<file path="config.mk">
export PLATFORM = sky130hd
export DESIGN_NAME = peano_meander_cell_index_flat
export DESIGN_NICKNAME = d
export VERILOG_FILES = /design/src/pmci_pkg.sv /design/src/pmci_in_if.sv /design/src/pmci_out_if.sv /design/src/pmci_cell.sv /design/src/peano_meander_cell_index.sv /design/src/flat_wrapper.sv
export SDC_FILE = /design/constraint.sdc
export NUM_CORES = 1
export LEC_CHECK = 0
export ABC_CLOCK_PERIOD_IN_PS = 38800
export BUFFER_PORTS_ARGS = -buffer_cell sky130_fd_sc_hd__buf_2
export CAP_MARGIN = 0
export CORE_ASPECT_RATIO = 0.5
export CORE_MARGIN = 2
export CORE_UTILIZATION = 40
export DETAILED_ROUTE_END_ITERATION = 7
export SLEW_MARGIN = 20
export SYNTH_ARGS = -nofsm -noshare
export SYNTH_HDL_FRONTEND = slang
export SYNTH_HIERARCHICAL = 1
export SYNTH_SLANG_ARGS = --single-unit
</file>
<file path="constraint.sdc">
create_clock -name clk -period 38.8 [get_ports clk]
set_clock_uncertainty 0.1 [all_clocks]
set_input_delay 5.82 -clock clk [delete_from_list [all_inputs] [get_ports clk]]
set_output_delay 5.82 -clock clk [all_outputs]
set_load 0.02 [all_outputs]
</file>
<file path="src/pmci_pkg.sv">
// Package for the meander curve cell index block: widths, stage record,
// block selection and orientation tables. No dependencies.
`timescale 1ns / 1ps

package pmci_pkg;

    localparam int MAX_LEVEL_DEF = 8;
    localparam int LEVEL_W       = 4;
    localparam int COORD_W       = 13;
    localparam int POS_W         = 26;
    // wide enough for 2 * 3^11 and 3^12
    localparam int SIDE_W        = 20;

    localparam logic [LEVEL_W-1:0] LEVEL_RESET = LEVEL_W'(3);

    // orientation code bits
    localparam logic [1:0] CODE_NONE = 2'b00;
    localparam logic [1:0] CODE_SWAP = 2'b01;
    localparam logic [1:0] CODE_COMP = 2'b10;
    localparam logic [1:0] CODE_BOTH = 2'b11;

    typedef logic [1:0] digit_t;
    typedef logic [3:0] block_t;

    typedef struct packed {
        logic                valid;
        logic                oor;
        logic [COORD_W-1:0]  row_rem;
        logic [COORD_W-1:0]  col_rem;
        logic [POS_W-1:0]    pos;
        logic [1:0]          code;
    } stage_t;

    function automatic int pow3(input int n);
        int r;
        r = 1;
        for (int i = 0; i < n; i++) begin
            r = r * 3;
        end
        return r;
    endfunction

    // block index from the transformed (row digit, col digit)
    function automatic block_t blk_of(input digit_t dr, input digit_t dc);
        block_t b;
        case ({dr, dc})
            4'b10_10: b = 4'd0;
            4'b10_01: b = 4'd1;
            4'b01_01: b = 4'd2;
            4'b01_10: b = 4'd3;
            4'b00_10: b = 4'd4;
            4'b00_01: b = 4'd5;
            4'b00_00: b = 4'd6;
            4'b01_00: b = 4'd7;
            4'b10_00: b = 4'd8;
            default:  b = 4'd0;
        endcase
        return b;
    endfunction

    function automatic logic [1:0] blk_code(input block_t b);
        logic [1:0] c;
        case (b) inside
            4'd1, 4'd2: c = CODE_SWAP;
            4'd3:       c = CODE_COMP;
            4'd7, 4'd8: c = CODE_BOTH;
            default:    c = CODE_NONE;
        endcase
        return c;
    endfunction

endpackage

</file>
<file path="src/pmci_in_if.sv">
// Input channel: cell coordinates with valid/ready handshake.
// Depends on pmci_pkg.
`timescale 1ns / 1ps

interface pmci_in_if;
    logic                        valid;
    logic                        ready;
    logic [pmci_pkg::COORD_W-1:0] cell_row;
    logic [pmci_pkg::COORD_W-1:0] cell_col;

    modport source (output valid, output cell_row, output cell_col, input ready);
    modport sink   (input valid, input cell_row, input cell_col, output ready);
endinterface

</file>
<file path="src/pmci_out_if.sv">
// Output channel: curve position and range flag with valid/ready handshake.
// Depends on pmci_pkg.
`timescale 1ns / 1ps

interface pmci_out_if;
    logic                       valid;
    logic                       ready;
    logic [pmci_pkg::POS_W-1:0] curve_position;
    logic                       out_of_range;

    modport source (output valid, output curve_position, output out_of_range, input ready);
    modport sink   (input valid, input curve_position, input out_of_range, output ready);
endinterface

</file>
<file path="src/pmci_cell.sv">
// One digit level of the curve index chain: extracts a base-3 digit pair,
// picks the block, updates position and orientation. Depends on pmci_pkg.
`timescale 1ns / 1ps

module pmci_cell #(
    parameter int DIGIT_POS = 0
) (
    input  logic                             clk,
    input  logic                             rst_n,
    input  logic                             en,
    input  logic [pmci_pkg::LEVEL_W-1:0]     level,
    input  pmci_pkg::stage_t                 stage_in,
    output pmci_pkg::stage_t                 stage_out
);
    import pmci_pkg::*;

    localparam logic [SIDE_W-1:0] P1 = SIDE_W'(pow3(DIGIT_POS));
    localparam logic [SIDE_W-1:0] P2 = SIDE_W'(2 * pow3(DIGIT_POS));

    logic             valid_reg;
    stage_t           data_reg;
    stage_t           data_next;
    logic             active;
    digit_t           row_dig, col_dig;
    digit_t           dr, dc;
    logic [SIDE_W-1:0] row_w, col_w, row_sub, col_sub;
    block_t           blk;

    assign active = (SIDE_W'(DIGIT_POS) < SIDE_W'(level));
    assign row_w  = SIDE_W'(stage_in.row_rem);
    assign col_w  = SIDE_W'(stage_in.col_rem);

    always_comb
    begin
        if (row_w >= P2) begin
            row_dig = 2'd2;
            row_sub = P2;
        end else if (row_w >= P1) begin
            row_dig = 2'd1;
            row_sub = P1;
        end else begin
            row_dig = 2'd0;
            row_sub = '0;
        end
        if (col_w >= P2) begin
            col_dig = 2'd2;
            col_sub = P2;
        end else if (col_w >= P1) begin
            col_dig = 2'd1;
            col_sub = P1;
        end else begin
            col_dig = 2'd0;
            col_sub = '0;
        end

        dr = stage_in.code[0] ? col_dig : row_dig;
        dc = stage_in.code[0] ? row_dig : col_dig;
        if (stage_in.code[1]) begin
            dr = 2'd2 - dr;
            dc = 2'd2 - dc;
        end
        blk = blk_of(dr, dc);

        data_next         = stage_in;
        data_next.row_rem = COORD_W'(row_w - row_sub);
        data_next.col_rem = COORD_W'(col_w - col_sub);
        // levels above the configured depth leave position and code alone
        if (active) begin
            data_next.pos  = (stage_in.pos << 3) + stage_in.pos + POS_W'(blk);
            data_next.code = stage_in.code ^ blk_code(blk);
        end
    end

    always_ff @(posedge clk or negedge rst_n)
    begin
        if (!rst_n) begin
            valid_reg <= 1'b0;
        end else if (en) begin
            valid_reg <= stage_in.valid;
        end
    end

    always_ff @(posedge clk)
    begin
        if (en) begin
            data_reg <= data_next;
        end
    end

    always_comb
    begin
        stage_out       = data_reg;
        stage_out.valid = valid_reg;
    end

endmodule

</file>
<file path="src/peano_meander_cell_index.sv">
// Top level of the meander curve cell index: range check, chain of digit
// cells, output register. Depends on pmci_pkg, pmci_in_if, pmci_out_if, pmci_cell.
//
//  channel     dir  handshake      payload
//  cell_in     in   valid/ready    cell_row[12:0], cell_col[12:0]
//  curve_out   out  valid/ready    curve_position[25:0], out_of_range
//  cfg         in   cfg_wr_en      cfg_wr_data[3:0] (curve_level)
//
// One transaction per cycle unless the chain holds; each input passes the
// register of every digit cell and then the output register.
// The whole chain advances together; it holds only while the output
// register is full and curve_out.ready is low.
// Reset empties the chain and sets curve_level to 3.
`timescale 1ns / 1ps

module peano_meander_cell_index #(
    parameter int MAX_LEVEL = pmci_pkg::MAX_LEVEL_DEF
) (
    input  logic                          clk,
    input  logic                          rst_n,
    input  logic                          cfg_wr_en,
    input  logic [pmci_pkg::LEVEL_W-1:0]  cfg_wr_data,
    pmci_in_if.sink                       cell_in,
    pmci_out_if.source                    curve_out
);
    import pmci_pkg::*;

    logic [LEVEL_W-1:0] level_reg;
    logic [LEVEL_W-1:0] level_eff;
    logic [SIDE_W-1:0]  side;
    logic               en;
    stage_t             chain [0:MAX_LEVEL];

    logic               out_valid_reg;
    logic [POS_W-1:0]   out_pos_reg;
    logic               out_oor_reg;

    always_ff @(posedge clk or negedge rst_n)
    begin
        if (!rst_n) begin
            level_reg <= LEVEL_RESET;
        end else if (cfg_wr_en) begin
            level_reg <= cfg_wr_data;
        end
    end

    always_comb
    begin
        level_eff = level_reg;
        if (level_reg == '0) begin
            level_eff = LEVEL_W'(1);
        end else if (level_reg > LEVEL_W'(MAX_LEVEL)) begin
            level_eff = LEVEL_W'(MAX_LEVEL);
        end
        side = '0;
        for (int i = 1; i <= MAX_LEVEL; i++) begin
            if (level_eff == LEVEL_W'(i)) begin
                side = SIDE_W'(pow3(i));
            end
        end
    end

    assign en            = !out_valid_reg || curve_out.ready;
    assign cell_in.ready = en;

    always_comb
    begin
        chain[0].valid   = cell_in.valid;
        chain[0].oor     = (SIDE_W'(cell_in.cell_row) >= side)
                         || (SIDE_W'(cell_in.cell_col) >= side);
        chain[0].row_rem = cell_in.cell_row;
        chain[0].col_rem = cell_in.cell_col;
        chain[0].pos     = '0;
        chain[0].code    = CODE_NONE;
    end

    // cell k handles digit position MAX_LEVEL-1-k, top digit first
    for (genvar k = 0; k < MAX_LEVEL; k++) begin : g_cell
        pmci_cell #(
            .DIGIT_POS (MAX_LEVEL - 1 - k)
        ) u_cell (
            .clk       (clk),
            .rst_n     (rst_n),
            .en        (en),
            .level     (level_eff),
            .stage_in  (chain[k]),
            .stage_out (chain[k+1])
        );
    end

    always_ff @(posedge clk or negedge rst_n)
    begin
        if (!rst_n) begin
            out_valid_reg <= 1'b0;
        end else if (en) begin
            out_valid_reg <= chain[MAX_LEVEL].valid;
        end
    end

    always_ff @(posedge clk)
    begin
        if (en) begin
            out_oor_reg <= chain[MAX_LEVEL].oor;
            out_pos_reg <= chain[MAX_LEVEL].oor ? '0 : chain[MAX_LEVEL].pos + POS_W'(1);
        end
    end

    assign curve_out.valid          = out_valid_reg;
    assign curve_out.curve_position = out_pos_reg;
    assign curve_out.out_of_range   = out_oor_reg;

endmodule
</file>
<file path="src/flat_wrapper.sv">
// flat-port wrapper written by rule: the top's interface ports become plain ports
module peano_meander_cell_index_flat import pmci_pkg::*;
#(
    parameter int MAX_LEVEL = pmci_pkg::MAX_LEVEL_DEF
)
  (clk, rst_n, cfg_wr_en, cfg_wr_data, cell_in_valid, cell_in_cell_row, cell_in_cell_col, cell_in_ready, curve_out_valid, curve_out_curve_position, curve_out_out_of_range, curve_out_ready);
  pmci_in_if cell_in_i ();
  pmci_out_if curve_out_i ();
  input  logic clk;
  input  logic rst_n;
  input  logic cfg_wr_en;
  input  logic [pmci_pkg::LEVEL_W-1:0] cfg_wr_data;
  input wire logic [$bits(cell_in_i.valid)-1:0] cell_in_valid;
  input wire logic [$bits(cell_in_i.cell_row)-1:0] cell_in_cell_row;
  input wire logic [$bits(cell_in_i.cell_col)-1:0] cell_in_cell_col;
  output wire logic [$bits(cell_in_i.ready)-1:0] cell_in_ready;
  output wire logic [$bits(curve_out_i.valid)-1:0] curve_out_valid;
  output wire logic [$bits(curve_out_i.curve_position)-1:0] curve_out_curve_position;
  output wire logic [$bits(curve_out_i.out_of_range)-1:0] curve_out_out_of_range;
  input wire logic [$bits(curve_out_i.ready)-1:0] curve_out_ready;
  assign cell_in_i.valid = cell_in_valid;
  assign cell_in_i.cell_row = cell_in_cell_row;
  assign cell_in_i.cell_col = cell_in_cell_col;
  assign cell_in_ready = cell_in_i.ready;
  assign curve_out_valid = curve_out_i.valid;
  assign curve_out_curve_position = curve_out_i.curve_position;
  assign curve_out_out_of_range = curve_out_i.out_of_range;
  assign curve_out_i.ready = curve_out_ready;
  peano_meander_cell_index #(.MAX_LEVEL(MAX_LEVEL)) u_core (.clk(clk), .rst_n(rst_n), .cfg_wr_en(cfg_wr_en), .cfg_wr_data(cfg_wr_data), .cell_in(cell_in_i), .curve_out(curve_out_i));
endmodule
</file>
## Word-level counts from Yosys, hierarchy flattened

Memories as Yosys holds them, arrays and structs flattened.
Index checks and enable logic that the tools add are counted.

- Input port bits: 35
- Memories: 8
- Logic and storage cells: 358
- Output and inout bits: 29
- Flip-flop bits (word level): 452
- Memory bits (read-only): 512

Memories:

| name | depth | bits a word | read ports | clocked after memory_dff | write ports | line | source |
|---|---|---|---|---|---|---|---|
| (no name shown) | 16 | 4 | 1 | 0 | 0 | pmci_pkg.sv:46 | `case ({dr, dc})` |
| (no name shown) | 16 | 4 | 1 | 0 | 0 | pmci_pkg.sv:46 |  |
| (no name shown) | 16 | 4 | 1 | 0 | 0 | pmci_pkg.sv:46 |  |
| (no name shown) | 16 | 4 | 1 | 0 | 0 | pmci_pkg.sv:46 |  |
| (no name shown) | 16 | 4 | 1 | 0 | 0 | pmci_pkg.sv:46 |  |
| (no name shown) | 16 | 4 | 1 | 0 | 0 | pmci_pkg.sv:46 |  |
| +2 memories | n/a | n/a | n/a | n/a | n/a | n/a |  |

- Multiplexer cells: 136
- Eq/ne operators: 48
- Magnitude comparators: 43
- $add $sub $neg: 43
- Reduce and logical (&&, ||, !) cells: 21
- Bitwise logic cells: 8

Operators with widths:

| kind | count |
|---|---|
| 28-bit two-way mux | 7 |
| 26-bit adder | 7 |
| 26-bit by 4-bit adder with 26-bit output | 7 |
| 13-bit subtractor | 14 |
| 2-bit two-way mux | 78 |
| 13-bit two-way mux | 9 |
| 4-bit by 2-bit == test with 1-bit output (second input constant) | 18 |
| 13-bit by 2-bit >= comparator with 1-bit output (second input constant) | 4 |
| 13-bit by 5-bit >= comparator with 1-bit output (second input constant) | 4 |
| 13-bit by 8-bit >= comparator with 1-bit output (second input constant) | 4 |
| 4-bit by 3-bit == test with 1-bit output (second input constant) | 12 |
| 4-bit by 1-bit == test with 1-bit output (second input constant) | 9 |
| 4-bit == test (second input constant) | 9 |
| 12-bit two-way mux | 3 |
| 8-bit two-way mux | 4 |
| 2-bit OR reduction | 16 |
| 10-bit two-way mux | 3 |
| 2-bit subtractor (first input constant) | 14 |
| 26-bit by 1-bit adder with 26-bit output (second input constant) | 1 |
| 13-bit by 1-bit >= comparator with 1-bit output (second input constant) | 2 |
| 13-bit by 10-bit >= comparator with 1-bit output (second input constant) | 2 |
| 13-bit by 11-bit >= comparator with 1-bit output (second input constant) | 2 |
| 13-bit by 12-bit >= comparator with 1-bit output (second input constant) | 2 |
| 13-bit >= comparator | 2 |
| 24 further kinds | 66 |

## Logic depth before layout (Yosys ltp)

An unclocked memory read counts as a cell.

- Depth in word-level cells: 15
- Depth in mapped cells: 20

## Hierarchy

Netlist, hierarchy kept.

By module, submodules not included:

| module | instances | cells each | area an instance (um2) | sequential area each (um2) |
|---|---|---|---|---|
| pmci_cell (u_core.g_cell[1].u_cell) | 1 | 506 | 4899.7 | 1676.6 |
| pmci_cell (u_core.g_cell[0].u_cell) | 1 | 503 | 4870.9 | 1676.6 |
| pmci_cell (u_core.g_cell[5].u_cell) | 1 | 466 | 4635.7 | 1676.6 |
| pmci_cell (u_core.g_cell[3].u_cell) | 1 | 469 | 4631.9 | 1676.6 |
| pmci_cell (u_core.g_cell[2].u_cell) | 1 | 459 | 4545.6 | 1676.6 |
| pmci_cell (u_core.g_cell[4].u_cell) | 1 | 456 | 4541.9 | 1676.6 |
| pmci_cell (u_core.g_cell[6].u_cell) | 1 | 444 | 4399.2 | 1676.6 |
| pmci_cell (u_core.g_cell[7].u_cell) | 1 | 437 | 4324.1 | 1676.6 |
| peano_meander_cell_index | 1 | 217 | 2180.8 | 938.4 |

## Least setup slack after synthesis

OpenSTA, ideal clock, no wires.

- Path kind: input port to output port
- From: in curve_out_ready
- To: out cell_in_ready
- Stages on the path: 1
- Arrival: 17.294 ns
- Slack: 15.586 ns
- Required time: 32.880 ns
- Cell sequence: nand2b_1

- Cells in the longest elaborated chain, start to end: 1

RTL lines:

| item | line | source |
|---|---|---|
| start, declared | flat_wrapper.sv:20 | `input wire logic [$bits(curve_out_i.ready)-1:0] curve_out_ready;` |
| 1-bit logical OR | peano_meander_cell_index.sv:63 | `assign en = !out_valid_reg \|\| curve_out.ready;` |
| end, declared | flat_wrapper.sv:16 | `output wire logic [$bits(cell_in_i.ready)-1:0] cell_in_ready;` |

No other way between the ends.

## Worst setup path after layout

Ends and elaborated chain as after synthesis.

==> metrics <==
maximum number of pins on one net before global-route repair=196; Area Overhead vs Synth=9.10%; routed vias=28,200; Avg Cell Area, Syn=9.77 sq um; maximum fanout along the worst path=51; count of synthesis-stage warnings from yosys=6; setup-violating endpoint count in the final report=0; number of buffers added on ports=63; synthesized area=37,700 sq um; wire length of the first global-routing pass=131 mm; count of clock tree sinks=452; I/O pins=64; Crit. End Element=output port; Post-Synthesis Cells=3,857; status=completed; Bufs on Longest Clock Path=3; Setup Slack @ Placement=26,130 ps; final worst path period need=12,620 ps; post-DR vias/cell=5.37; Horiz. Die Dim=438 um; deepest level of the CTS H-tree=2; type of the most critical hold path=reg -> reg; GRT Total Usage=0.156; peak clock frequency supported by timing=79.2 MHz; RSZ-0062 raised after global routing=false; filler instances=8,837; launching element type of the critical path=input port; Tightest Pin Transition=1060 ps; number of buffers added for setup after CTS=0; Post-CTS Resized=0; Arr. time, crit path=6700 ps; number of placed instances with taps included=5,168; flip-flop count of the largest register, all copies and words added=412; Core Footprint=93,100 sq um; data required time of the critical path=32,880 ps; clock tree from TritonCTS=done; WS Path Type=in -> out; First-pass DRT Iterations=5; Max-cap violations=0; final layout net count=4,519; violation count after the first detailed-route iteration=2,055; GP Congestion=0.883; global route total overflow=0; crit path setup slack, layout=26,180 ps; setup tns final=0 ps; number of hold buffers added after CTS=0; clock slew at the register clock pins of the worst setup and hold paths=60 ps; share of the clock period used by the worst path=0.325; number of nets still failing antenna checks after routing=0; area enclosed by the die boundary=96,800 sq um; dpl hpwl=57.6 mm; Hold Vio Cnt, Final=0; Antenna Cells=0; vertical die dimension=221 um; Routed WL per cell=14.5 um; starting density of the core=0.405; relative max-transition margin=0.291; vias in the first global route=27,300; initial antenna violation count=0; clock buffer count from CTS=48; non-filler instance count after layout=5,256; DRC violations left=0; clk root buf=clkbuf_16; Final Slew Violations=0; site row count=79; routed wire length=76.1 mm; Clk Latency, worst-skew pair=630 ps; share of post-route cells with drive strength above 1=0.0732
## critical path: stages
cell and delay (ps):
buf_2 80, nand2b_4 510, buf_2 280
## per-layer routing
metal,share of wire,track usage,routed length [um]
met5,0,0,0
met3,0.037,0.0215,2790
met1,0.51,0.222,38400
met4,0.021,0.0404,1630
met2,0.44,0.249,33200
## cells in the final DEF, fill, tap and decap left out, types with 79 or more instances in the layout
| cell type | instances |
|---|---|
| edfxtp_1 | 439 |
| o21ai_0 | 230 |
| a21o_1 | 81 |
| ha_1 | 491 |
| nand3_1 | 80 |
| nand2_1 | 338 |
| inv_1 | 207 |
| xnor2_1 | 162 |
| nor3_1 | 93 |
| conb_1 | 79 |
| xor2_1 | 153 |
| nor2_1 | 282 |
| a21oi_1 | 292 |
## worst paths after layout
path	from	to	slack (ps)	cells past startpoint
max	curve_out_ready	cell_in_ready	26180	3
min	u_core/g_cell[5].u_cell/stage_out[54]$_DFFE_PP_	u_core/g_cell[6].u_cell/stage_out[54]$_DFFE_PP_	320	0
max reg2reg	u_core/g_cell[2].u_cell/stage_out[52]$_DFFE_PP_	u_core/g_cell[3].u_cell/stage_out[19]$_DFFE_PP_	33220	17
min reg2reg	u_core/g_cell[5].u_cell/stage_out[54]$_DFFE_PP_	u_core/g_cell[6].u_cell/stage_out[54]$_DFFE_PP_	320	0
max in group asynchronous	rst_n	u_core/level_reg[0]$_DFFE_PN1P_	33340	1
min in group asynchronous	rst_n	u_core/g_cell[7].u_cell/valid_reg$_DFFE_PN0P_	4980	1
## per-stage QoR
| stage | util | cell area (sq um) | hold WS [ps] |
|---|---|---|---|
| floorplan | - | 38000 | 300 |
| global placement | 0.424 | 39500 | 302 |
| detailed placement | 0.424 | 39500 | 305 |
| CTS | 0.442 | 41100 | 320 |
| global route | 0.442 | 41100 | 330 |
| finish | 0.442 | 41100 | 320 |
## area by class of cell
class | instances | area [sq um] | share of cell area
Sequential cell | 452 | 13500 | 0.329
Clock buffer | 63 | 1290 | 0.0314
Tap cell | 1255 | 1570 | 0.0382
Inverter | 215 | 813 | 0.0198
Timing Repair Buffer | 83 | 478 | 0.0116
Clock inverter | 25 | 304 | 0.00740
Multi-Input combinational cell | 3163 | 23100 | 0.563
Power is left out: the tool's default activity adds up to more than one toggle a clock period on the data nets, which glitch-free logic cannot reach.
